<file path="config.mk">
export PLATFORM = sky130hd
export DESIGN_NAME = pixel_tint_rotate_swap_core
export DESIGN_NICKNAME = d
export VERILOG_FILES = /design/src/hw/rtl/ptrs_pkg.sv /design/src/hw/rtl/ptrs_cfg.sv /design/src/hw/rtl/pixel_tint_rotate_swap_core.sv
export SDC_FILE = /design/constraint.sdc
export NUM_CORES = 1
export LEC_CHECK = 0
export BUFFER_PORTS_ARGS = -buffer_cell sky130_fd_sc_hd__buf_2
export CORE_MARGIN = 2
export CORE_UTILIZATION = 60
export CTS_CLUSTER_SIZE = 40
export DETAILED_ROUTE_END_ITERATION = 10
export PLACE_DENSITY_LB_ADDON = 0.08
export REMOVE_ABC_BUFFERS = 1
export SLEW_MARGIN = 25
export SYNTH_ARGS = -nofsm -noshare
export SYNTH_HDL_FRONTEND = slang
export SYNTH_SLANG_ARGS = --single-unit
export TNS_END_PERCENT = 100
</file>
<file path="constraint.sdc">
create_clock -name aclk -period 6.8 [get_ports aclk]
set_input_delay 0.68 -clock aclk [delete_from_list [all_inputs] [get_ports aclk]]
set_output_delay 0.68 -clock aclk [all_outputs]
set_load 0.02 [all_outputs]
</file>
<file path="src/hw/rtl/ptrs_pkg.sv">
// ----------------------------------------------------------------------------
// ptrs_pkg: shared types and helpers for the pixel tint / rotate / swap core
// Register indexes, the configuration struct and the blend/clamp functions.
// ----------------------------------------------------------------------------
package ptrs_pkg;

    localparam int PIX_W   = 16;
    localparam int CH_W    = 8;
    localparam int WGT_W   = 7;
    localparam int CFG_A_W = 3;
    localparam int CFG_D_W = 8;

    typedef enum logic [CFG_A_W-1:0] {
        REG_RED_OFFSET   = 3'd0,
        REG_GREEN_OFFSET = 3'd1,
        REG_BLUE_OFFSET  = 3'd2,
        REG_ROTATION     = 3'd3,
        REG_SWAP         = 3'd4,
        REG_PIXEL_FORMAT = 3'd5
    } reg_index_t;

    localparam logic [CH_W-1:0] NEUTRAL = 8'd128;

    // Decoded settings, consumed by the pipeline
    typedef struct packed {
        logic [CH_W-1:0]  off_r;
        logic [CH_W-1:0]  off_g;
        logic [CH_W-1:0]  off_b;
        logic [WGT_W-1:0] rot_w;
        logic             rot_dn;   // rotation register below 128
        logic [WGT_W-1:0] swap_w;
        logic             fmt565;
        logic             bypass;   // all amount registers neutral
    } cfg_t;

    // |reg - 128|, capped at 127
    function automatic logic [WGT_W-1:0] weight_of(input logic [CH_W-1:0] v);
        logic [CH_W-1:0] d;
        d = v[7] ? (v - NEUTRAL) : (NEUTRAL - v);
        return d[7] ? 7'd127 : d[WGT_W-1:0];
    endfunction

    // channel + offset - 128, clamped to 0..255
    function automatic logic [CH_W-1:0] add_clamp(input logic [CH_W-1:0] ch,
                                                  input logic [CH_W-1:0] off);
        logic signed [9:0] s;
        s = $signed({2'b00, ch}) + $signed({2'b00, off}) - 10'sd128;
        if (s < 10'sd0)
            return 8'd0;
        else if (s > 10'sd255)
            return 8'd255;
        else
            return s[CH_W-1:0];
    endfunction

    // (w*a + (127-w)*b) >> 7; never exceeds 253
    function automatic logic [CH_W-1:0] blend(input logic [WGT_W-1:0] w,
                                              input logic [CH_W-1:0] a,
                                              input logic [CH_W-1:0] b);
        logic [WGT_W-1:0] wi;
        logic [14:0]      acc;
        wi  = ~w;   // 127 - w at 7 bits
        acc = 15'(w) * 15'(a) + 15'(wi) * 15'(b);
        return acc[14:7];
    endfunction

endpackage

</file>
<file path="src/hw/rtl/ptrs_cfg.sv">
// ----------------------------------------------------------------------------
// ptrs_cfg: configuration register file
// Holds the six settings and decodes weights, direction and bypass.
// ----------------------------------------------------------------------------
module ptrs_cfg (
    input  logic                         aclk,
    input  logic                         aresetn,
    input  logic                         cfg_wr_en,
    input  logic [ptrs_pkg::CFG_A_W-1:0] cfg_index,
    input  logic [ptrs_pkg::CFG_D_W-1:0] cfg_data,
    output ptrs_pkg::cfg_t               cfg
);
    import ptrs_pkg::*;

    logic [CH_W-1:0] red_reg, green_reg, blue_reg, rot_reg, swap_reg;
    logic            fmt_reg;

    always_ff @(posedge aclk) begin
        if (!aresetn) begin
            red_reg   <= NEUTRAL;
            green_reg <= NEUTRAL;
            blue_reg  <= NEUTRAL;
            rot_reg   <= NEUTRAL;
            swap_reg  <= NEUTRAL;
            fmt_reg   <= 1'b1;
        end else if (cfg_wr_en) begin
            unique case (cfg_index)
                REG_RED_OFFSET:   red_reg   <= cfg_data;
                REG_GREEN_OFFSET: green_reg <= cfg_data;
                REG_BLUE_OFFSET:  blue_reg  <= cfg_data;
                REG_ROTATION:     rot_reg   <= cfg_data;
                REG_SWAP:         swap_reg  <= cfg_data;
                REG_PIXEL_FORMAT: fmt_reg   <= cfg_data[0];
                default: ;        // unmapped index: ignored
            endcase
        end
    end

    always_comb begin
        cfg.off_r  = red_reg;
        cfg.off_g  = green_reg;
        cfg.off_b  = blue_reg;
        cfg.rot_w  = weight_of(rot_reg);
        cfg.rot_dn = ~rot_reg[7];
        cfg.swap_w = weight_of(swap_reg);
        cfg.fmt565 = fmt_reg;
        cfg.bypass = (red_reg == NEUTRAL) && (green_reg == NEUTRAL) &&
                     (blue_reg == NEUTRAL) && (rot_reg == NEUTRAL) &&
                     (swap_reg == NEUTRAL);
    end

endmodule

</file>
<file path="src/hw/rtl/pixel_tint_rotate_swap_core.sv">
// ----------------------------------------------------------------------------
// pixel_tint_rotate_swap_core: pixel tint, channel rotate and red/blue swap
// Three-stage stream pipeline on packed RGB565 / RGB555 pixels.
// ----------------------------------------------------------------------------
// Pipeline: 3 register stages (stage 1, stage 2 and the output register);
//   m_tdata is driven straight from the output register.
// Throughput: one pixel per clock; the three stage registers each advance
//   whenever the stage ahead is empty or moving, so only m_tready stalls it.
// Reset (aresetn low, synchronous): all stage valids clear, settings return
//   to neutral (offsets/amounts 128, RGB565), i.e. a pure pass-through.
// ----------------------------------------------------------------------------
module pixel_tint_rotate_swap_core (
    input  logic                         aclk,
    input  logic                         aresetn,
    // request stream
    input  logic                         s_tvalid,
    output logic                         s_tready,
    input  logic [15:0]                  s_tdata,   // [15:0] pixel_in
    // result stream
    output logic                         m_tvalid,
    input  logic                         m_tready,
    output logic [15:0]                  m_tdata,   // [15:0] pixel_out
    // configuration write port
    input  logic                         cfg_wr_en,
    input  logic [ptrs_pkg::CFG_A_W-1:0] cfg_index,
    input  logic [ptrs_pkg::CFG_D_W-1:0] cfg_data
);
    import ptrs_pkg::*;

    cfg_t cfg;

    ptrs_cfg u_cfg (
        .aclk      (aclk),
        .aresetn   (aresetn),
        .cfg_wr_en (cfg_wr_en),
        .cfg_index (cfg_index),
        .cfg_data  (cfg_data),
        .cfg       (cfg)
    );

    // Stage handshake: a stage loads when it is empty or its holder moves on
    logic v1_reg, v2_reg, v3_reg;
    logic rdy1, rdy2, rdy3;

    assign rdy3     = !v3_reg || m_tready;
    assign rdy2     = !v2_reg || rdy3;
    assign rdy1     = !v1_reg || rdy2;
    assign s_tready = rdy1;

    always_ff @(posedge aclk) begin
        if (!aresetn) begin
            v1_reg <= 1'b0;
            v2_reg <= 1'b0;
            v3_reg <= 1'b0;
        end else begin
            if (rdy1) v1_reg <= s_tvalid;
            if (rdy2) v2_reg <= v1_reg;
            if (rdy3) v3_reg <= v2_reg;
        end
    end

    // ---------------- Stage 1: unpack, offset, clamp ----------------
    logic [CH_W-1:0] r_next, g_next, b_next;
    logic            zero_next;
    logic [CH_W-1:0] r1_reg, g1_reg, b1_reg;
    logic [15:0]     pix1_reg;
    logic            zero1_reg;

    always_comb begin
        logic [CH_W-1:0] ur, ug, ub;
        if (cfg.fmt565) begin
            ur = {s_tdata[15:11], 3'b000};
            ug = {s_tdata[10:5], 2'b00};
        end else begin
            ur = {s_tdata[14:10], 3'b000};
            ug = {s_tdata[9:5], 3'b000};
        end
        ub        = {s_tdata[4:0], 3'b000};
        r_next    = add_clamp(ur, cfg.off_r);
        g_next    = add_clamp(ug, cfg.off_g);
        b_next    = add_clamp(ub, cfg.off_b);
        // in 555 bit 15 is not part of the colour code
        zero_next = (s_tdata[14:0] == 15'd0) && (!cfg.fmt565 || !s_tdata[15]);
    end

    always_ff @(posedge aclk) begin
        if (rdy1) begin
            r1_reg    <= r_next;
            g1_reg    <= g_next;
            b1_reg    <= b_next;
            pix1_reg  <= s_tdata;
            zero1_reg <= zero_next;
        end
    end

    // ---------------- Stage 2: channel rotation blend ----------------
    logic [CH_W-1:0] rr2_reg, rg2_reg, rb2_reg;
    logic [15:0]     pix2_reg;
    logic            zero2_reg;

    always_ff @(posedge aclk) begin
        if (rdy2) begin
            if (cfg.rot_dn) begin   // r<-b, g<-r, b<-g
                rr2_reg <= blend(cfg.rot_w, b1_reg, r1_reg);
                rg2_reg <= blend(cfg.rot_w, r1_reg, g1_reg);
                rb2_reg <= blend(cfg.rot_w, g1_reg, b1_reg);
            end else begin          // r<-g, g<-b, b<-r
                rr2_reg <= blend(cfg.rot_w, g1_reg, r1_reg);
                rg2_reg <= blend(cfg.rot_w, b1_reg, g1_reg);
                rb2_reg <= blend(cfg.rot_w, r1_reg, b1_reg);
            end
            pix2_reg  <= pix1_reg;
            zero2_reg <= zero1_reg;
        end
    end

    // ---------------- Stage 3: swap blend, repack, output register ----------
    // Blends stay within 0..253, so no final clamp is needed.
    logic [15:0] out_next;
    logic [15:0] out_reg;
    logic        zero3_reg;
    logic        byp3_reg;
    logic        fmt3_reg;

    always_comb begin
        logic [CH_W-1:0] sr, sb;
        logic [15:0]     packed_px;
        sr = blend(cfg.swap_w, rb2_reg, rr2_reg);
        sb = blend(cfg.swap_w, rr2_reg, rb2_reg);
        if (cfg.fmt565)
            packed_px = {sr[7:3], rg2_reg[7:2], sb[7:3]};
        else
            packed_px = {1'b0, sr[7:3], rg2_reg[7:3], sb[7:3]};
        // a nonzero code never packs to zero
        if (packed_px == 16'd0)
            packed_px = 16'd1;
        if (zero2_reg)
            packed_px = 16'd0;
        if (!cfg.fmt565)
            packed_px[15] = pix2_reg[15];
        out_next = cfg.bypass ? pix2_reg : packed_px;
    end

    always_ff @(posedge aclk) begin
        if (rdy3) begin
            out_reg   <= out_next;
            zero3_reg <= zero2_reg;
            byp3_reg  <= cfg.bypass;
            fmt3_reg  <= cfg.fmt565;
        end
    end

    assign m_tvalid = v3_reg;
    assign m_tdata  = out_reg;

    // ---------------- Assertions ----------------
    // Only output backpressure can stall the request side
    a_stall_src: assert property (@(posedge aclk) disable iff (!aresetn)
        !s_tready |-> (m_tvalid && !m_tready))
        else $error("request side stalled without output backpressure");

    // A zero colour code leaves the core as zero (outside bypass)
    a_zero_code: assert property (@(posedge aclk) disable iff (!aresetn)
        (m_tvalid && zero3_reg && !byp3_reg) |-> (m_tdata[14:0] == 15'd0))
        else $error("zero pixel not preserved");

    // A tinted nonzero code never packs to zero (565 code is all 16 bits)
    a_nonzero_code: assert property (@(posedge aclk) disable iff (!aresetn)
        (m_tvalid && !zero3_reg && !byp3_reg) |->
            (fmt3_reg ? (m_tdata != 16'd0) : (m_tdata[14:0] != 15'd0)))
        else $error("nonzero pixel packed to zero");

    // Pipeline is empty in the cycle after reset
    a_reset_empty: assert property (@(posedge aclk)
        !aresetn |=> (!v1_reg && !v2_reg && !m_tvalid))
        else $error("pipeline valid after reset");

endmodule

</file>
# Yosys cells after proc, flatten, opt, wreduce, memory -nomap -nowiden
# Cells that the tools add are included.
# totals
ff_bits,142
# classes
n_reduce_logical,23
muxes,17
n_eq_ne,10
add_sub_neg,18
n_mul,10
n_lt_le_gt_ge,6
n_bitwise,2
# op_table
operator,count
$mul A7 B8 Y15,10
$add A15 B15 Y15,8
$mux W8,10
$mux W16,4
$eq A8 B8 Y1 const B,5
$gt A10 B9 Y1 const B,3
$lt A10 B1 Y1 const B,3
$sub A9 B8 Y10 const B,3
$add A8 B8 Y9,3
$logic_not A16 Y1,1
$sub A8 B8 Y8 const A,2
$sub A8 B8 Y8 const B,2
$logic_not A15 Y1,1
$mux W7,2
$not A7 Y7,2
$reduce_and A2 Y1,6
$eq A3 B2 Y1 const B,2
$eq A3 B3 Y1 const B,2
$logic_and A1 B1 Y1,5
$logic_not A1 Y1,5
$logic_or A1 B1 Y1,4
$eq A3 B1 Y1 const B,1
$logic_not A3 Y1,1
$mux W1,1

# Longest topological paths before layout
# Gate-level depths: netlist of the first run.
# depth
ltp_word,12
depth_mapped,32

# By module
# A second synthesis of the first run with hierarchy kept.
# unflattened
cells_unflattened,2833
area_unflattened_um2,26196.4
# modules_own_cells
module,instances,area_each_um2,cells_per_inst
pixel_tint_rotate_swap_core,1,24125.6,2601
ptrs_cfg,1,2070.7,232

# Worst setup path before layout of the first run
# No wires, ideal clock.
# synth_path
path_kind,reg2reg
start,register u_cfg.swap_reg[2]
end,register out_reg[0] (netlist: m_tdata[0]) (data pin)
stages_incl_launch_ff,25
n_path_buf,1
arrival_ns,6.702
slack_ns,-0.047
path_cell_list,dfxtp_1 -> or3_1 -> nor3_1 -> nand2_1 -> nand2_1 -> clkbuf_1 -> nand2_1 -> fa_1 -> inv_1 -> fa_1 -> fa_1 -> fa_1 -> fa_1 -> inv_1 -> fa_1 -> inv_1 -> ha_1 -> nor4_2 -> o21ai_1 -> a311o_1 -> a21o_1 -> or3_4 -> a2111oi_4 -> a41oi_1 -> o21ai_1
# synth_via
elab_chain_len,11
elab_cells_between_ends,18
# synth_rtl
element,line,source
from (decl),ptrs_cfg.sv:15,"logic [CH_W-1:0] red_reg, green_reg, blue_reg, rot_reg, swap_reg;"
from (signal assigned),ptrs_cfg.sv:32,REG_SWAP: swap_reg <= cfg_data;
$sub A8 B8 Y8,ptrs_pkg.sv:39,d = v[7] ? (v - NEUTRAL) : (NEUTRAL - v);
$mux W8,ptrs_pkg.sv:39,
$mux W7,ptrs_pkg.sv:40,return d[7] ? 7'd127 : d[WGT_W-1:0];
$not A7 Y7,ptrs_pkg.sv:62,wi = ~w;
$mul A7 B8 Y15,ptrs_pkg.sv:63,acc = 15'(w) * 15'(a) + 15'(wi) * 15'(b);
$add A15 B15 Y15,ptrs_pkg.sv:63,
$mux W16,pixel_tint_rotate_swap_core.sv:130,if (cfg.fmt565)
$logic_not A16 Y1,pixel_tint_rotate_swap_core.sv:135,if (packed_px == 16'd0)
$mux W16,pixel_tint_rotate_swap_core.sv:135,
$mux W16,pixel_tint_rotate_swap_core.sv:137,if (zero2_reg)
$mux W16 *,pixel_tint_rotate_swap_core.sv:141,out_next = cfg.bypass ? pix2_reg : packed_px;
via out_next[0],pixel_tint_rotate_swap_core.sv:119,logic [15:0] out_next;
to (signal assigned),pixel_tint_rotate_swap_core.sv:146,out_reg <= out_next;
to (decl),pixel_tint_rotate_swap_core.sv:120,logic [15:0] out_reg;
# The timed path passes the listed nets; every way through them passes the cells marked *.
# A chain may end at the register's enable or synchronous reset.

# Worst setup path after layout of the first run
# layout_path
start,register u_cfg.swap_reg[4]
end,register out_reg[12] (netlist: m_tdata[12]) (data pin)
# Same word-level chain as after synthesis.

==> impl_metrics.tcl, run 1 <==
set metrics [dict create \
    status "finished, final reports clean" \
    layout_commonest_cell "inv_1" \
    rows 75 \
    syn-instance-count 2866 \
    cts_root_buf "clkbuf_16" \
    cts.sinks 140 \
    max_stage_delay_ns 0.54 \
    required_ns 7.06 \
    fin_skew_ns 0.0134 \
    crit_family "adder cells" \
    crit_fanout 6 \
    max_freq_ghz 0.147 \
    wire_per_inst_microns 19.0 \
    port_buffers 49 \
    yosys_warnings 0 \
    yosysSeqAreaShare 0.146 \
    slew_violations 0 \
    antenna_cells 0 \
    fin_crit_ns 6.79 \
    cp_slowest_cell "fa_1" \
    synth_edf_count 96 \
    multi_input_area_sq_um 20600 \
    crit_top_cell "fa_1" \
    routed_wl_mm 69.2 \
    slew_headroom 0.325 \
    hold_viol 0 \
    cts_hold_buf 0 \
    arrival_ns 7.05 \
    clk_path_buf_depth 2 \
    grt_max_degree 45 \
    cp-end-kind "register" \
    synth-seq-cells 140 \
    synth_area_sq_um 25700 \
    die_h_microns 211 \
    grt_first_pass_wirelength_mm 112 \
    core_sq_um 42100 \
    crit_buf_inv 8 \
    postRouteAntennaNets 0 \
    detailroute.via_count 20800 \
    timing.max_cap.violations 0 \
    numCtsBuffers 17 \
    htreeDepth 4 \
    start_util 0.611 \
    cp-start-kind "register" \
    drc_errors 0 \
    utilization 0.706 \
    syn_area_per_cell_sq_um 8.98 \
    place_area_sq_um 28100 \
    ff_latch_area_sq_um 3780 \
    path_clk_slew_ns 0.07 \
    rsz0062_at_grt "yes" \
    gp_congestion 0.956 \
    die_x_microns 211 \
    fillCellCount 3240 \
    period_share 0.999 \
    worst_slew_pin_slew_ns 1.00 \
    die_area_sq_um 44600 \
    finalNetCount 3831 \
    dr.pass1.iters 5 \
    ios 50 \
    syn2layout_area_growth_pct 15.6 \
    crit_type "reg2reg" \
    dp_hpwl_mm 55.5 \
    cts_tree "done" \
    hold_path_class "reg2reg" \
    grtUsageTotal 0.321 \
    antenna_found_initial 1 \
    setup_viol 0 \
    final_cell_area_sq_um 29700 \
    routed_via_density 5.73 \
    synthArstFlopShare 0 \
    drive_gt1_frac 0.164 \
    overflow 0 \
    synth_cell_types 59 \
    grt_pass1_vias 21900 \
    insertion_delay_ns 0.43 \
    dr.first_iter.drc_count 1302 \
    layout_common_cells "451 x inv_1, 447 x nand2_1, 369 x ha_1, 334 x fa_1, 243 x buf_4" \
    synth_ff_type "edfxtp_1" \
]
==> synthesized netlist by cell type (18+ instances only) <==
library cell,count,area (sq um)
a21boi_0,43,323
nand2_1,462,1730
clkbuf_1,109,409
o21a_1,35,263
nand2b_1,18,113
a21oi_1,70,350
xor2_1,30,263
xnor2_1,92,806
a21o_1,36,270
o21ai_0,44,220
ha_1,382,4780
and2_1,149,932
nor2b_1,47,294
dfxtp_1,44,881
mux2_2,31,349
fa_1,335,6710
nor2_1,52,195
nand3_1,31,155
inv_1,454,1700
and3_1,100,626
nor3_1,37,185
edfxtp_1,96,2880
==> final cells by class <==
| class | instances | area share |
|---|---|---|
| multi-input cells | 2154 | 0.692 |
| clock buffers | 17 | 0.0143 |
| flip-flops and latches | 140 | 0.127 |
| inverters | 454 | 0.0575 |
| repair buffers | 315 | 0.0799 |
| well taps | 539 | 0.0227 |
| clock inverters | 15 | 0.00644 |
==> metal layers <==
metal / vias up / routed length, microns / global-route usage
met5: - / 9 / 0
met4: 2 / 1970 / 0.0903
met3: 156 / 4380 / 0.0461
met2: 653 / 33200 / 0.540
met1: 10300 / 29600 / 0.434
li1: 9693 / - / -
==> worst register-to-register path: cells and delay by family (launching register included) <==
family | cells | cell delay [ns]
AND/OR/NAND/NOR | 7 | 1.21
adder cells (fa/ha/maj) | 7 | 3.15
AO/OA/AOI/OAI | 5 | 1.08
buffers and inverters | 8 | 0.87
flip-flops | 1 | 0.32
==> cell families after synthesis <==
logic type | Yosys count | synth area share
AO/OA/AOI/OAI | 313 | 0.0827
buffers and inverters | 572 | 0.0834
flip-flops | 140 | 0.146
XOR/XNOR | 122 | 0.0415
AND/OR/NAND/NOR | 954 | 0.180
adder cells (fa/ha/maj) | 717 | 0.446
multiplexers | 48 | 0.0202
==> stage by stage <==
stage | setup TNS (ns) | setup WS (ns) | hold slack [ns] | std cells
after floorplan | -11.95 | -1.19 | 0.400 | 2748
after global placement | -0.385 | -0.154 | 0.401 | 3573
after detailed placement | -1.46 | -0.315 | 0.405 | 3573
after CTS | -0.00845 | -0.00845 | 0.419 | 3614
after global routing | -1.55 | -0.306 | 0.426 | 3634
final | 0 | 0.00769 | 0.416 | 3634
==> final timing paths <==
check / from / to / slack (ns) / cells after the start
setup / recovery: u_cfg.swap_reg[4] / m_tdata[12] / 0.008 / 27
hold / removal: pix1_reg[15] / pix2_reg[15] / 0.42 / 0
setup reg to reg: u_cfg.swap_reg[4] / m_tdata[12] / 0.008 / 27
hold reg to reg: pix1_reg[15] / pix2_reg[15] / 0.42 / 0
==> what timing repair did <==
item,CTS,global route
hold endpoints to repair,0,0
resized for setup,66,114
setup endpoints to repair,13,19
buffers inserted,9,20
pin swaps,42,57
Power of run 1 is left out: the tool's default activity adds up to more than one toggle a clock period on the data nets, which glitch-free logic cannot reach.
==> run 2: changes to the inputs <==
ABC_AREA = 1   (was default)
CORE_MARGIN = 8   (was 2)
SKIP_LAST_GASP = 1   (was default)
==> impl_metrics.tcl, run 2 <==
set metrics [dict create \
    dr.first_iter.drc_count 1574 \
    rows 76 \
    synth_area_sq_um 26300 \
    layout_common_cells "708 x inv_1, 703 x nand2_1, 359 x ha_1, 353 x nor2_1, 333 x fa_1" \
    syn_area_per_cell_sq_um 7.83 \
    path_clk_slew_ns 0.07 \
    fin_skew_ns 0.0198 \
    worst_slew_pin_slew_ns 0.949 \
    synthArstFlopShare 0 \
    crit_fanout 8 \
    cts_tree "done" \
    wire_per_inst_microns 18.3 \
    synthTopCellsByCount "734 x nand2_1, 713 x inv_1, 382 x ha_1, 360 x nor2_1, 335 x fa_1" \
    period_share 0.996 \
    yosysSeqAreaShare 0.143 \
    ff_latch_area_sq_um 3770 \
    synth.most_common_cell "nand2_1" \
    max_freq_ghz 0.148 \
    syn2layout_area_growth_pct 10.7 \
    synth_cell_types 44 \
    grtUsageTotal 0.291 \
    cts.sinks 140 \
    cp-start-kind "register" \
    synth_area_leader_cell "fa_1" \
    crit_start "u_cfg.rot_reg[1]" \
    cp-end-kind "register" \
    finalNetCount 4176 \
    postRouteAntennaNets 0 \
    rsz0062_at_grt "yes" \
    synth_edf_count 96 \
    arrival_ns 6.94 \
    overflow 0 \
    reg2reg_from "u_cfg.rot_reg[1]" \
    fin_crit_ns 6.77 \
    timing.reg2reg.setup_slack_ns 0.03 \
    htreeDepth 4 \
    dp_hpwl_mm 59.8 \
    drive_gt1_frac 0.0997 \
    grt_first_pass_wirelength_mm 117 \
    max_stage_delay_ns 0.51 \
    hold_viol 0 \
    routed_via_density 5.53 \
    status "finished, final reports clean" \
    syn-instance-count 3351 \
    synth_top_area_frac 0.255 \
    synth-seq-cells 140 \
    grt_max_degree 44 \
    final_cell_area_sq_um 29100 \
    holdPathEnd "pix2_reg[13]" \
    place_area_sq_um 27300 \
    numCtsBuffers 17 \
    synthTopCellsByArea "fa_1 26%, ha_1 18%, edfxtp_1 11%" \
    layout_commonest_cell "inv_1" \
    cts_hold_buf 0 \
    gr-usage-met3 0.0524 \
    hold_start "pix1_reg[13]" \
    grt_util_met1 0.390 \
    use_met2 0.477 \
    hold_path_class "reg2reg" \
    start_util 0.608 \
    worst_r2r_path_depth 30 \
    min_path_cells 0 \
    grt_pass1_vias 23000 \
    cp_slowest_cell "fa_1" \
    detailroute.via_count 22300 \
    port_buffers 49 \
    die_h_microns 225 \
    setup_viol 0 \
    yosys_warnings 0 \
    crit_type "reg2reg" \
    core_sq_um 43200 \
    reg2reg_to "rg2_reg[5]" \
    routed_wl_mm 73.6 \
    cts_root_buf "clkbuf_16" \
    ios 50 \
    slew_violations 0 \
    drc_errors 0 \
    insertion_delay_ns 0.44 \
    required_ns 6.97 \
    busiest_layer "met2" \
    antenna_found_initial 1 \
    synth_ff_type "edfxtp_1" \
    die_x_microns 225 \
    dr.pass1.iters 6 \
    gp_congestion 0.976 \
    fillCellCount 3791 \
    antenna_cells 0 \
    multi_input_area_sq_um 20000 \
    timing.max_cap.violations 0 \
    die_area_sq_um 50700 \
    clk_path_buf_depth 2 \
    slew_headroom 0.363 \
]
-- run 2: cell count changes after synthesis, sizes merged, moves of 43 or more --
cell,previous run,this run
nor2,52,364
nand2,462,743
inv,454,729
and2,149,0
and3,100,1
clkbuf,109,30
o21ai,46,118
nand3,31,90
xnor2,92,39
buf,9,57
nor2b,47,0
a21boi,43,0
-- run 2: layout make-up --
type                            instances  share of cell area
Clock buffer                           17              0.0146
Timing Repair Buffer                  144              0.0389
Inverter                              739              0.0974
Clock inverter                         15             0.00521
Tap cell                              585              0.0252
Sequential cell                       140               0.130
Multi-Input combinational cell       2385               0.689
-- run 2: repair_timing --
action,in CTS,in global routing
gates cloned,0,1
endpoints found under the hold margin,0,0
pin swaps,0,78
setup buffers,0,31
resized for setup,3,203
endpoints found under the setup margin,3,19
-- run 2: layer usage --
layer	part of all wire	wire length (microns)
met5	0.00018	13
met2	0.47	34300
met1	0.43	31400
met4	0.031	2280
met3	0.077	5650
-- run 2: worst max path at each step --
stage,cells after the start,slack [ns],end
floorplan,35,-0.84,rr2_reg[7]
global placement,31,-0.05,rb2_reg[5]
detailed placement,31,-0.26,rb2_reg[5]
CTS,31,0.009,rb2_reg[5]
global route,34,-0.22,rg2_reg[7]
finish,30,0.03,rg2_reg[5]
-- run 2: worst max-delay path, delay by kind of cell (launching register included) --
kind	cells	cell delay [ns]
xor gates and xnor gates	2	0.46
and+or+nand+nor	7	1.11
AOI/OAI and AO/OA	5	0.85
adders and majority gates	6	2.54
muxes	1	0.19
DFF	1	0.36
buffers and inverters	9	0.97
-- run 2: kinds of logic (layout without fill, tap and decap cells) --
logic type      count (synthesis)  in the layout  share of synthesized area
mux                             8              8                    0.00305
simple gates                 1266           1266                      0.197
fa+ha+maj                     717            717                      0.438
flops                         140            140                      0.143
xor+xnor                      101            101                     0.0337
buf+inv                       826            915                      0.124
compound gates                293            293                     0.0617
-- run 2: stage by stage --
step / cells / worst slack, ns / setup TNS, ns / utilization / hold WS (ns)
finish: 4025 / 0.0269 / 0 / 0.673 / 0.420
global route: 4025 / -0.215 / -1.39 / 0.673 / 0.425
CTS: 3993 / 0.00932 / 0 / 0.646 / 0.418
detailed placement: 3961 / -0.259 / -0.546 / 0.632 / 0.405
global placement: 3961 / -0.0478 / -0.0955 / 0.632 / 0.400
floorplan: 3264 / -0.844 / -6.91 / - / 0.400
Power of run 2 is left out for the same reason.
